**config.mk**
```make
export PLATFORM = sky130hd
export DESIGN_NAME = min_distance_priority_queue
export DESIGN_NICKNAME = d
export VERILOG_FILES = /design/src/hdl/mdpq_pkg.sv /design/src/hdl/mdpq_ctrl.sv /design/src/hdl/mdpq_datapath.sv /design/src/hdl/min_distance_priority_queue.sv
export SDC_FILE = /design/constraint.sdc
export NUM_CORES = 2
export LEC_CHECK = 0
export BUFFER_PORTS_ARGS = -buffer_cell sky130_fd_sc_hd__buf_2
export CORE_AREA = 4 4 510 512
export CTS_CLUSTER_SIZE = 8
export DETAILED_ROUTE_END_ITERATION = 7
export DIE_AREA = 0 0 514 516
export GPL_TIMING_DRIVEN = 0
export PLACE_DENSITY_LB_ADDON = 0.05
export SETUP_SLACK_MARGIN = 0.4
export SLEW_MARGIN = 30
export SYNTH_ARGS = -nofsm -noshare
export SYNTH_HDL_FRONTEND = slang
export SYNTH_SLANG_ARGS = --single-unit
```
**constraint.sdc**
```tcl
create_clock -name clk -period 5.4 [get_ports clk]
set_input_delay 0.27 -clock clk [delete_from_list [all_inputs] [get_ports clk]]
set_output_delay 0.27 -clock clk [all_outputs]
set_load 0.03 [all_outputs]
```
**src/hdl/mdpq_pkg.sv**
```systemverilog
package mdpq_pkg;

  // Store geometry.
  localparam int CAPACITY = 64;
  localparam int IDX_W    = (CAPACITY > 1) ? $clog2(CAPACITY) : 1;
  localparam int CNT_W    = $clog2(CAPACITY + 1);

  // Field widths fixed by the interface.
  localparam int VTX_W  = 16;
  localparam int DIST_W = 32;
  localparam int OCC_W  = 7;
  localparam int STAT_W = 2;

  // Operation codes.
  localparam logic FUNC_INSERT  = 1'b0;
  localparam logic FUNC_EXTRACT = 1'b1;

  // Result status codes.
  localparam logic [STAT_W-1:0] STATUS_DONE  = 2'd0;
  localparam logic [STAT_W-1:0] STATUS_FULL  = 2'd1;
  localparam logic [STAT_W-1:0] STATUS_EMPTY = 2'd2;

  // Controller states.
  typedef enum logic [2:0] {
    S_IDLE,
    S_DISPATCH,
    S_SCAN,
    S_DRAIN,
    S_WRITE,
    S_DONE
  } mdpq_state_t;

  // Commands from the controller to the datapath.
  typedef struct packed {
    logic load_item;
    logic do_insert;
    logic set_empty;
    logic scan_start;
    logic scan_step;
    logic finish;
    logic load_out;
  } mdpq_cmd_t;

  // Status from the datapath to the controller.
  typedef struct packed {
    logic is_extract;
    logic empty;
    logic scan_last;
    logic out_free;
  } mdpq_stat_t;

endpackage

```
**src/hdl/mdpq_ctrl.sv**
```systemverilog
module mdpq_ctrl
  import mdpq_pkg::*;
(
  input  logic       clk,
  input  logic       rst,
  input  logic       in_valid,
  output logic       in_stall,
  input  mdpq_stat_t stat,
  output mdpq_cmd_t  cmd
);

  mdpq_state_t state;
  mdpq_state_t state_next;

  // State register.
  always_ff @(posedge clk) begin
    if (rst) begin
      state <= S_IDLE;
    end else begin
      state <= state_next;
    end
  end

  // Next state and commands.
  always_comb begin
    state_next = state;
    cmd        = '0;
    in_stall   = (state != S_IDLE);
    unique case (state)
      S_IDLE: begin
        if (in_valid) begin
          cmd.load_item = 1'b1;
          state_next    = S_DISPATCH;
        end
      end
      S_DISPATCH: begin
        priority if (!stat.is_extract) begin
          cmd.do_insert = 1'b1;
          state_next    = S_DONE;
        end else if (stat.empty) begin
          cmd.set_empty = 1'b1;
          state_next    = S_DONE;
        end else begin
          cmd.scan_start = 1'b1;
          state_next     = S_SCAN;
        end
      end
      S_SCAN: begin
        cmd.scan_step = 1'b1;
        if (stat.scan_last) begin
          state_next = S_DRAIN;
        end
      end
      S_DRAIN: begin
        // The last read entry is compared during this cycle.
        state_next = S_WRITE;
      end
      S_WRITE: begin
        cmd.finish = 1'b1;
        state_next = S_DONE;
      end
      S_DONE: begin
        if (stat.out_free) begin
          cmd.load_out = 1'b1;
          state_next   = S_IDLE;
        end
      end
      default: begin
        state_next = S_IDLE;
      end
    endcase
  end

endmodule

```
**src/hdl/mdpq_datapath.sv**
```systemverilog
module mdpq_datapath
  import mdpq_pkg::*;
(
  input  logic                     clk,
  input  logic                     rst,
  input  mdpq_cmd_t                cmd,
  output mdpq_stat_t               stat,
  input  logic                     func,
  input  logic [VTX_W-1:0]         vertex,
  input  logic signed [DIST_W-1:0] distance,
  output logic                     out_valid,
  input  logic                     out_stall,
  output logic [STAT_W-1:0]        status,
  output logic [VTX_W-1:0]         vertex_out,
  output logic [OCC_W-1:0]         occupancy
);

  localparam int ENTRY_W = VTX_W + DIST_W;

  // Entry store: vertex in the upper bits, distance in the lower bits.
  logic [ENTRY_W-1:0] mem [CAPACITY];

  // Latched request.
  logic                     item_func;
  logic [VTX_W-1:0]         item_vertex;
  logic signed [DIST_W-1:0] item_distance;

  logic [CNT_W-1:0] count;
  logic [IDX_W-1:0] count_idx;
  logic [IDX_W-1:0] last_idx;
  logic             full;
  logic             empty;

  // Scan read port and compare stage.
  logic [IDX_W-1:0]   rd_addr;
  logic [ENTRY_W-1:0] rd_data;
  logic               rd_valid;
  logic [IDX_W-1:0]   rd_idx;
  logic signed [DIST_W-1:0] rd_dist;
  logic [VTX_W-1:0]   rd_vtx;
  logic               take;

  logic signed [DIST_W-1:0] best_dist;
  logic [IDX_W-1:0]         best_idx;
  logic [VTX_W-1:0]         best_vtx;
  logic [ENTRY_W-1:0]       last_entry;

  // Pending result.
  logic [STAT_W-1:0] res_status;
  logic [VTX_W-1:0]  res_vertex;

  logic out_free;

  assign count_idx = count[IDX_W-1:0];
  assign last_idx  = IDX_W'(count - CNT_W'(1));
  assign full      = (count >= CNT_W'(CAPACITY));
  assign empty     = (count == '0);
  assign out_free  = !out_valid || !out_stall;

  assign rd_dist = rd_data[DIST_W-1:0];
  assign rd_vtx  = rd_data[ENTRY_W-1:DIST_W];
  // The first entry always wins; later ones only when strictly smaller.
  assign take    = (rd_idx == '0) || (rd_dist < best_dist);

  assign stat.is_extract = (item_func == FUNC_EXTRACT);
  assign stat.empty      = empty;
  assign stat.scan_last  = (rd_addr == last_idx);
  assign stat.out_free   = out_free;

  // Request capture.
  always_ff @(posedge clk) begin
    if (cmd.load_item) begin
      item_func     <= func;
      item_vertex   <= vertex;
      item_distance <= distance;
    end
  end

  // Store writes and the registered scan read.
  always_ff @(posedge clk) begin
    if (cmd.do_insert && !full) begin
      mem[count_idx] <= {item_vertex, item_distance};
    end else if (cmd.finish) begin
      mem[best_idx] <= last_entry;
    end
    if (cmd.scan_step) begin
      rd_data <= mem[rd_addr];
    end
  end

  // Entry count.
  always_ff @(posedge clk) begin
    if (rst) begin
      count <= '0;
    end else if (cmd.do_insert && !full) begin
      count <= count + CNT_W'(1);
    end else if (cmd.finish) begin
      count <= count - CNT_W'(1);
    end
  end

  // Scan address and read-valid flag.
  always_ff @(posedge clk) begin
    if (rst) begin
      rd_valid <= 1'b0;
    end else begin
      rd_valid <= cmd.scan_step;
    end
    if (cmd.scan_start) begin
      rd_addr <= '0;
    end else if (cmd.scan_step) begin
      rd_addr <= rd_addr + IDX_W'(1);
    end
    if (cmd.scan_step) begin
      rd_idx <= rd_addr;
    end
  end

  // Running minimum, and capture of the last entry on its way past.
  always_ff @(posedge clk) begin
    if (rd_valid) begin
      if (take) begin
        best_dist <= rd_dist;
        best_idx  <= rd_idx;
        best_vtx  <= rd_vtx;
      end
      if (rd_idx == last_idx) begin
        last_entry <= rd_data;
      end
    end
  end

  // Result status and vertex.
  always_ff @(posedge clk) begin
    if (cmd.do_insert) begin
      res_status <= full ? STATUS_FULL : STATUS_DONE;
      res_vertex <= '0;
    end else if (cmd.set_empty) begin
      res_status <= STATUS_EMPTY;
      res_vertex <= '0;
    end else if (cmd.finish) begin
      res_status <= STATUS_DONE;
      res_vertex <= best_vtx;
    end
  end

  // Output register.
  always_ff @(posedge clk) begin
    if (rst) begin
      out_valid <= 1'b0;
    end else if (cmd.load_out) begin
      out_valid <= 1'b1;
    end else if (!out_stall) begin
      out_valid <= 1'b0;
    end
    if (cmd.load_out) begin
      status     <= res_status;
      vertex_out <= res_vertex;
      occupancy  <= OCC_W'(count);
    end
  end

  // The count never passes the capacity.
  a_count_bound: assert property (@(posedge clk) disable iff (rst)
    count <= CNT_W'(CAPACITY))
    else $error("entry count above capacity");

  // A removal only happens on a non-empty store and picks a live slot.
  a_finish_live: assert property (@(posedge clk) disable iff (rst)
    cmd.finish |-> (!empty && (CNT_W'(best_idx) < count)))
    else $error("removal from an empty store or a dead slot");

  // A removal takes exactly one entry away.
  a_finish_dec: assert property (@(posedge clk) disable iff (rst)
    cmd.finish |=> (count == $past(count) - CNT_W'(1)))
    else $error("removal did not decrement the count");

  // An accepted insert adds exactly one entry.
  a_insert_inc: assert property (@(posedge clk) disable iff (rst)
    (cmd.do_insert && !full) |=> (count == $past(count) + CNT_W'(1)))
    else $error("insert did not increment the count");

  // A result is never loaded over one that is still waiting.
  a_no_overwrite: assert property (@(posedge clk) disable iff (rst)
    cmd.load_out |-> out_free)
    else $error("result register overwritten");

endmodule

```
**src/hdl/min_distance_priority_queue.sv**
```systemverilog
// Minimum-distance priority queue holding up to CAPACITY (vertex, distance)
// pairs in an unordered store. An insert (func 0) appends the pair, or reports
// status 1 when the store is full; an extract (func 1) returns the vertex with
// the smallest signed distance (lowest slot on ties), moves the last entry into
// the freed slot, or reports status 2 when the store is empty. Every request
// gives one result carrying the occupancy after the operation. Requests are
// handled one at a time: an insert or an empty extract is dispatched and then
// loads its result, and an extract on a store of N entries scans its N slots,
// drains the last compare and writes the last entry back before loading it;
// the single-port store reads one entry per cycle into one signed comparator.
// A new request is taken as soon as the previous result sits in the output
// register, even if it is still stalled there. The store needs no clearing
// after reset; only slots below the count are ever read.
module min_distance_priority_queue
  import mdpq_pkg::*;
(
  input  logic                     clk,
  input  logic                     rst,
  input  logic                     in_valid,
  output logic                     in_stall,
  input  logic                     func,
  input  logic [VTX_W-1:0]         vertex,
  input  logic signed [DIST_W-1:0] distance,
  output logic                     out_valid,
  input  logic                     out_stall,
  output logic [STAT_W-1:0]        status,
  output logic [VTX_W-1:0]         vertex_out,
  output logic [OCC_W-1:0]         occupancy
);

  mdpq_cmd_t  cmd;
  mdpq_stat_t stat;

  // Sequencer.
  mdpq_ctrl u_ctrl (
    .clk      (clk),
    .rst      (rst),
    .in_valid (in_valid),
    .in_stall (in_stall),
    .stat     (stat),
    .cmd      (cmd)
  );

  // Store, comparator and result register.
  mdpq_datapath u_datapath (
    .clk        (clk),
    .rst        (rst),
    .cmd        (cmd),
    .stat       (stat),
    .func       (func),
    .vertex     (vertex),
    .distance   (distance),
    .out_valid  (out_valid),
    .out_stall  (out_stall),
    .status     (status),
    .vertex_out (vertex_out),
    .occupancy  (occupancy)
  );

endmodule
```
==> Word-level counts from Yosys, hierarchy flattened <==
Memory sizes are Yosys's and may differ from the RTL's. A register that Yosys moved wholly into a read port is not among the register bits.
Index checks and enable logic that the tools add are counted.
{ "op_classes": {"shift": 0, "add_sub_neg": 3, "n_eq_ne": 11, "magnitude_cmp": 2, "mux": 33, "div": 0, "mul": 0, "n_reduce_logical": 17, "bitwise": 0} }
{ "ops": {"columns": ["operator", "count"], "rows": [
  ["48-bit two-way mux", 1],
  ["48-bit OR reduction", 1],
  ["32-bit less-than comparator", 1],
  ["1-bit two-way mux", 18],
  ["3-bit two-way mux", 6],
  ["3-bit case mux with 6 select lines", 1],
  ["7-bit two-way mux", 2],
  ["6-bit == test", 2],
  ["2-bit two-way mux", 4],
  ["7-bit by 1-bit adder with 7-bit output, second input constant", 1],
  ["7-bit >= comparator, second input constant", 1],
  ["7-bit zero test", 1],
  ["7-bit by 1-bit subtractor with 7-bit output, second input constant", 1],
  ["6-bit by 1-bit adder with 6-bit output, second input constant", 1],
  ["3-bit by 2-bit == test with 1-bit output, second input constant", 2],
  ["3-bit == test, second input constant", 2],
  ["6-bit zero test", 1],
  ["6-bit two-way mux", 1],
  ["3-bit nonzero test", 2],
  ["2-bit by 1-bit != test with 1-bit output, second input constant", 2],
  ["2-bit != test, second input constant", 2],
  ["2-bit AND reduction", 2],
  ["3-bit by 1-bit == test with 1-bit output, second input constant", 1],
  ["1-bit zero test", 3],
  ["other kinds (6)", 7]
]} }
{ "word_totals": {"memories": 1, "word_cells": 85, "latchBits": 0, "input_bits": 53, "mem_bits_ro": 0, "ramBits": 3072, "register_bits": 218} }
{ "memory_table": {"columns": ["name", "depth", "word_bits", "rd", "rd_ports_with_merged_regs", "write_ports", "line_no", "source"], "rows": [
  ["u_datapath.mem", 64, 48, 1, 1, 1, "mdpq_datapath.sv:21", "logic [ENTRY_W-1:0] mem [CAPACITY];"]
]} }

==> Depth between registers and ports, before layout <==
{ "logic_depth": {"ltp_word": 9, "depth_mapped": 10, "mapped_depth_nobuf": 8} }

==> Cells and area by module <==
Synthesis repeated with hierarchy kept, for this count alone.
{ "hier_totals": {"hier_cells": 5434, "area_unflattened_um2": 127305.8} }
{ "modules_own_cells": {"columns": ["mod", "n_inst", "cells_per_inst", "area_each_um2", "seq_area_each_um2"], "rows": [
  ["mdpq_datapath", 1, 5400, 127046.8, 99835.8],
  ["mdpq_ctrl", 1, 34, 259.0, 60.1]
]} }

==> Worst setup path before layout <==
No wires, ideal clock.
{ "synth_path": {"kind": "register to register", "from": "register u_datapath.count[0]", "to": "register u_datapath.last_entry[0], enable pin", "arrival_ns": 4.720, "slack_ns": 0.167, "setup_time_ns": 0.513, "path_buffers": 0, "path_stages_with_launch": 8, "required_ns": 4.887, "path_cell_list": "dfxtp_1 inv_1 ha_1 nor3b_1 xnor2_1 xor2_1 nand4_1 nor3_1"} }
{ "synth_via": {"elab_chain_cells": 3} }
{ "synth_rtl": {"columns": ["element", "line_no", "source"], "rows": [
  ["start, declared", "mdpq_datapath.sv:28", "logic [CNT_W-1:0] count;"],
  ["start signal, assigned", "mdpq_datapath.sv:96", "count <= count + CNT_W'(1);"],
  ["start signal, assigned", "mdpq_datapath.sv:98", "count <= count - CNT_W'(1);"],
  ["7-bit by 1-bit subtractor with 7-bit output", null, null],
  ["6-bit == test", "mdpq_datapath.sv:127", "if (rd_idx == last_idx) begin"],
  ["2-bit AND reduction (no line)", null, null],
  ["end signal, assigned", "mdpq_datapath.sv:128", "last_entry <= rd_data;"],
  ["end, declared", "mdpq_datapath.sv:46", "logic [ENTRY_W-1:0] last_entry;"]
]} }
No other way between the ends.
A chain may end at the register's enable or synchronous reset.

==> results.sh <==
export IMPL_yosysSeqAreaShare_pct=78.7
export IMPL_min_period_ps=4680
export IMPL_crit_chain="buf_2, buf_2, buf_2, buf_2, mux2i_1, a21oi_1, a22oi_1, nand2_1"
export IMPL_max_stage_delay_ps=810
export IMPL_hold_violations=0
export IMPL_syn_area_um2=127000
export IMPL_use_met1_pct=42.3
export IMPL_synth_edff_count=3304
export IMPL_die_h_um=516
export IMPL_critPathRequiredTime_ps=5990
export IMPL_drtPass1Iterations=5
export IMPL_slowest_stage="a22oi_1"
export IMPL_switching_share_pct=28.9
export IMPL_end_kind="flop"
export IMPL_avgSynthCellArea_um2=23.4
export IMPL_maxSlewViolCount=0
export IMPL_grt_pass1_vias=64082
export IMPL_core_um2=256000
export IMPL_slew_headroom_pct=26.3
export IMPL_ir_worst_vdd_mv=0.353
export IMPL_wl_per_cell_um=40.9
export IMPL_clock_path_buffers=4
export IMPL_busiest_layer="met2"
export IMPL_final_nets=6452
export IMPL_clock_skew_ps=49.0
export IMPL_wirelength_um=403000
export IMPL_hpwl_um=282000
export IMPL_grt_pass1_wl_um=544000
export IMPL_fin_ws_ps=716
export IMPL_antenna_left=0
export IMPL_cellLeakagePower_uw=0.0479
export IMPL_cts_setup_buffers=0
export IMPL_yosys_top_cells_area="edfxtp_1 (78%), mux4_2 (16%), nand2_1 (0.75%)"
export IMPL_rsz0062_at_grt="false"
export IMPL_fin_crit_sh_pct=86.7
export IMPL_comb_power_share_pct=22.8
export IMPL_cts_buffers=459
export IMPL_area_growth_pct=20.6
export IMPL_drc=0
export IMPL_seq_power_share_pct=43.8
export IMPL_setup_viol=0
export IMPL_htree_levels=5
export IMPL_pwr_share_clk_pct=33.4
export IMPL_yosysTopAreaCell="edfxtp_1"
export IMPL_io_buffers=79
export IMPL_grtUsageMet3_pct=7.83
export IMPL_via_per_inst=6.59
export IMPL_met2_usage_pct=47.4
export IMPL_p_int_uw=53800
export IMPL_fp_dieW_um=514
export IMPL_drive_above_1_share_pct=32.7
export IMPL_core_rowCount=186
export IMPL_hold_path_class="input port to flop"
export IMPL_ys_seq_elements=3338
export IMPL_initialDrtViolationCount=9600
export IMPL_p_sw_uw=21800
export IMPL_cts_sinks=3338
export IMPL_grt_usage_pct=30.4
export IMPL_cts_root_buf="clkbuf_16"
export IMPL_dieArea_um2=265000
export IMPL_crit_path_frequent_cell="buf_2"
export IMPL_ys_flop_type="edfxtp_1"
export IMPL_clk_pin_slew_worst_paths_ps=50
export IMPL_synth_top_cell_area_share_pct=78.1
export IMPL_synthCells=5439
export IMPL_yosys_warnings=0
export IMPL_crit_arrival_ps=5280
export IMPL_tns_ps=0
export IMPL_status="finished clean"
export IMPL_ys_types=52
export IMPL_drv_cap=0
export IMPL_path_class="flop to flop"
export IMPL_powerDensity_nw_per_um2=493
export IMPL_dpl_worst_slack_ps=521
export IMPL_grt_overflow_total=0
export IMPL_cp_max_fo=10
export IMPL_place_gp_congestion=0.848
export IMPL_clkLatencyLatePin_ps=920
export IMPL_start_kind="flop"
export IMPL_synth_fp_nets=5526
export IMPL_grt_max_degree=65
export IMPL_cts_tree="done"
export IMPL_ios=80
export IMPL_async_reset_ff_share_pct=0
export IMPL_tightest_slew_ps=1110
export IMPL_timing_fmax_ghz=0.213
export IMPL_antenna_found_initial=29
export IMPL_start_util_pct=49.7
export IMPL_via_count=64798
==> cell usage after synthesis, types with 13 or more instances <==
| cell type | number |
|---|---|
| edfxtp_1 | 3304 |
| mux4_2 | 905 |
| nand2_1 | 253 |
| clkbuf_1 | 141 |
| nor2_1 | 100 |
| a21oi_1 | 91 |
| a211oi_1 | 86 |
| buf_2 | 73 |
| nor2b_1 | 66 |
| mux2i_1 | 57 |
| buf_4 | 39 |
| a22oi_1 | 38 |
| inv_1 | 37 |
| dfxtp_1 | 34 |
| ha_1 | 34 |
| o21ai_0 | 16 |
| o22ai_1 | 15 |
| buf_1 | 13 |
| buf_6 | 13 |
| xnor2_1 | 13 |
==> repair_timing <==
action / in CTS / in global routing
resized for setup: 0 / 0
endpoints found under the hold margin: 96 / 0
hold buffers: 54 / 0
==> path summary, 6_finish.rpt <==
check / start / endpoint / slack, ps / cells past startpoint
max reg2reg: u_datapath.rd_addr[2] / u_datapath.rd_data[17] / 720 / 8
min: vertex[14] / u_datapath.item_vertex[14] / 80 / 2
min reg2reg: u_datapath.res_vertex[10] / u_datapath.vertex_out[10] / 420 / 0
max: u_datapath.rd_addr[2] / u_datapath.rd_data[17] / 720 / 8
==> power groups by stage <==
stage               registers (uW)  logic (uW)  clock network [uW]
detailed placement           33600       17200                   0
finish                       33100       17300               25200
global placement             34300       15400                   0
floorplan                    33700        9060                   0
CTS                          33100       17300               25500
global route                 33100       18000               26700
==> final cells by class <==
cell class | instances | area [um^2]
antenna | 12 | 30.0
buffer | 279 | 1460
clock buffer | 514 | 11800
clock inverter | 17 | 250
fill | 17858 | 103000
inverter | 37 | 139
multi-input combinational | 1785 | 26500
sequential | 3338 | 99900
tap | 3384 | 4230
timing repair buffer | 465 | 8920
==> routing by layer <==
metal / wire length, um / vias to the layer above / part of all wire [%]
li1: - / 24876 / -
met3: 40500 / 708 / 10
met1: 157000 / 35491 / 39
met5: 20 / - / 0.0050
met2: 189000 / 3719 / 47
met4: 16200 / 4 / 4.0
==> per-stage QoR <==
| stage | cell area [um^2] | hold WS [ps] | cells | power, uW | utilization (%) |
|---|---|---|---|---|---|
| 2_1_floorplan | 127000 | 369 | 5439 | 42700 | - |
| 4_1_cts | 153000 | 45.7 | 9807 | 75900 | 59.9 |
| 3_3_place_gp | 132000 | 416 | 8902 | 49600 | 51.5 |
| 3_5_place_dp | 140000 | 416 | 9222 | 50800 | 54.9 |
| 5_1_grt | 153000 | 53.2 | 9822 | 77800 | 59.9 |
| 6_report | 153000 | 78.2 | 9831 | 75600 | 59.9 |
==> layout by cell type (no fill, tap or decap), types with 12 or more instances in the layout <==
cell type      count
buf_16           231
dfxtp_1           34
nand2_4           48
nor2_4            64
clkbuf_1         137
clkbuf_16        465
a211oi_1          86
a22oi_1           37
o22ai_1           15
buf_4             55
nor2b_1           66
dlygate4sd3_1     54
nand2_1          205
inv_1             37
xor2_1            12
diode_2           12
mux4_2           905
o21ai_0           16
xnor2_1           13
buf_6             17
ha_1              34
clkbuf_2          52
a21oi_1           90
nor2_1            36
buf_12            63
edfxtp_1        3304
mux2i_1           57
buf_2            166
==> cell families (layout without fill, tap and decap cells) <==
family | count (synthesis) | in the layout | synth area share, %
AOI/OAI and AO/OA | 284 | 284 | 1.47
DFF | 3338 | 3338 | 78.7
xor gates and xnor gates | 25 | 25 | 0.172
muxes | 964 | 964 | 16.5
buffers and inverters | 316 | 1312 | 1.20
other | 0 | 12 | 0
and+or+nand+nor | 478 | 478 | 1.66
adders and majority gates | 34 | 34 | 0.335
==> critical path, delay by kind of cell (launching register included) <==
kind            cells  cell delay [ps]
simple gates        1              240
buf+inv             4             2290
flops               1              620
mux                 1              250
compound gates      2              900
==> state kept, by name, indices dropped and copies added (netlist names), 7 cells and up <==
register / flops
u_datapath.res_vertex: 16
u_datapath.count: 7
u_datapath.last_entry: 48
u_datapath.best_dist: 32
u_datapath.best_vtx: 16
u_datapath.rd_data: 48
u_datapath.item_distance: 32
u_datapath.occupancy: 7
u_datapath.mem: 3072
u_datapath.vertex_out: 16
u_datapath.item_vertex: 16
Note: power is estimated with default switching activity, not from simulation.
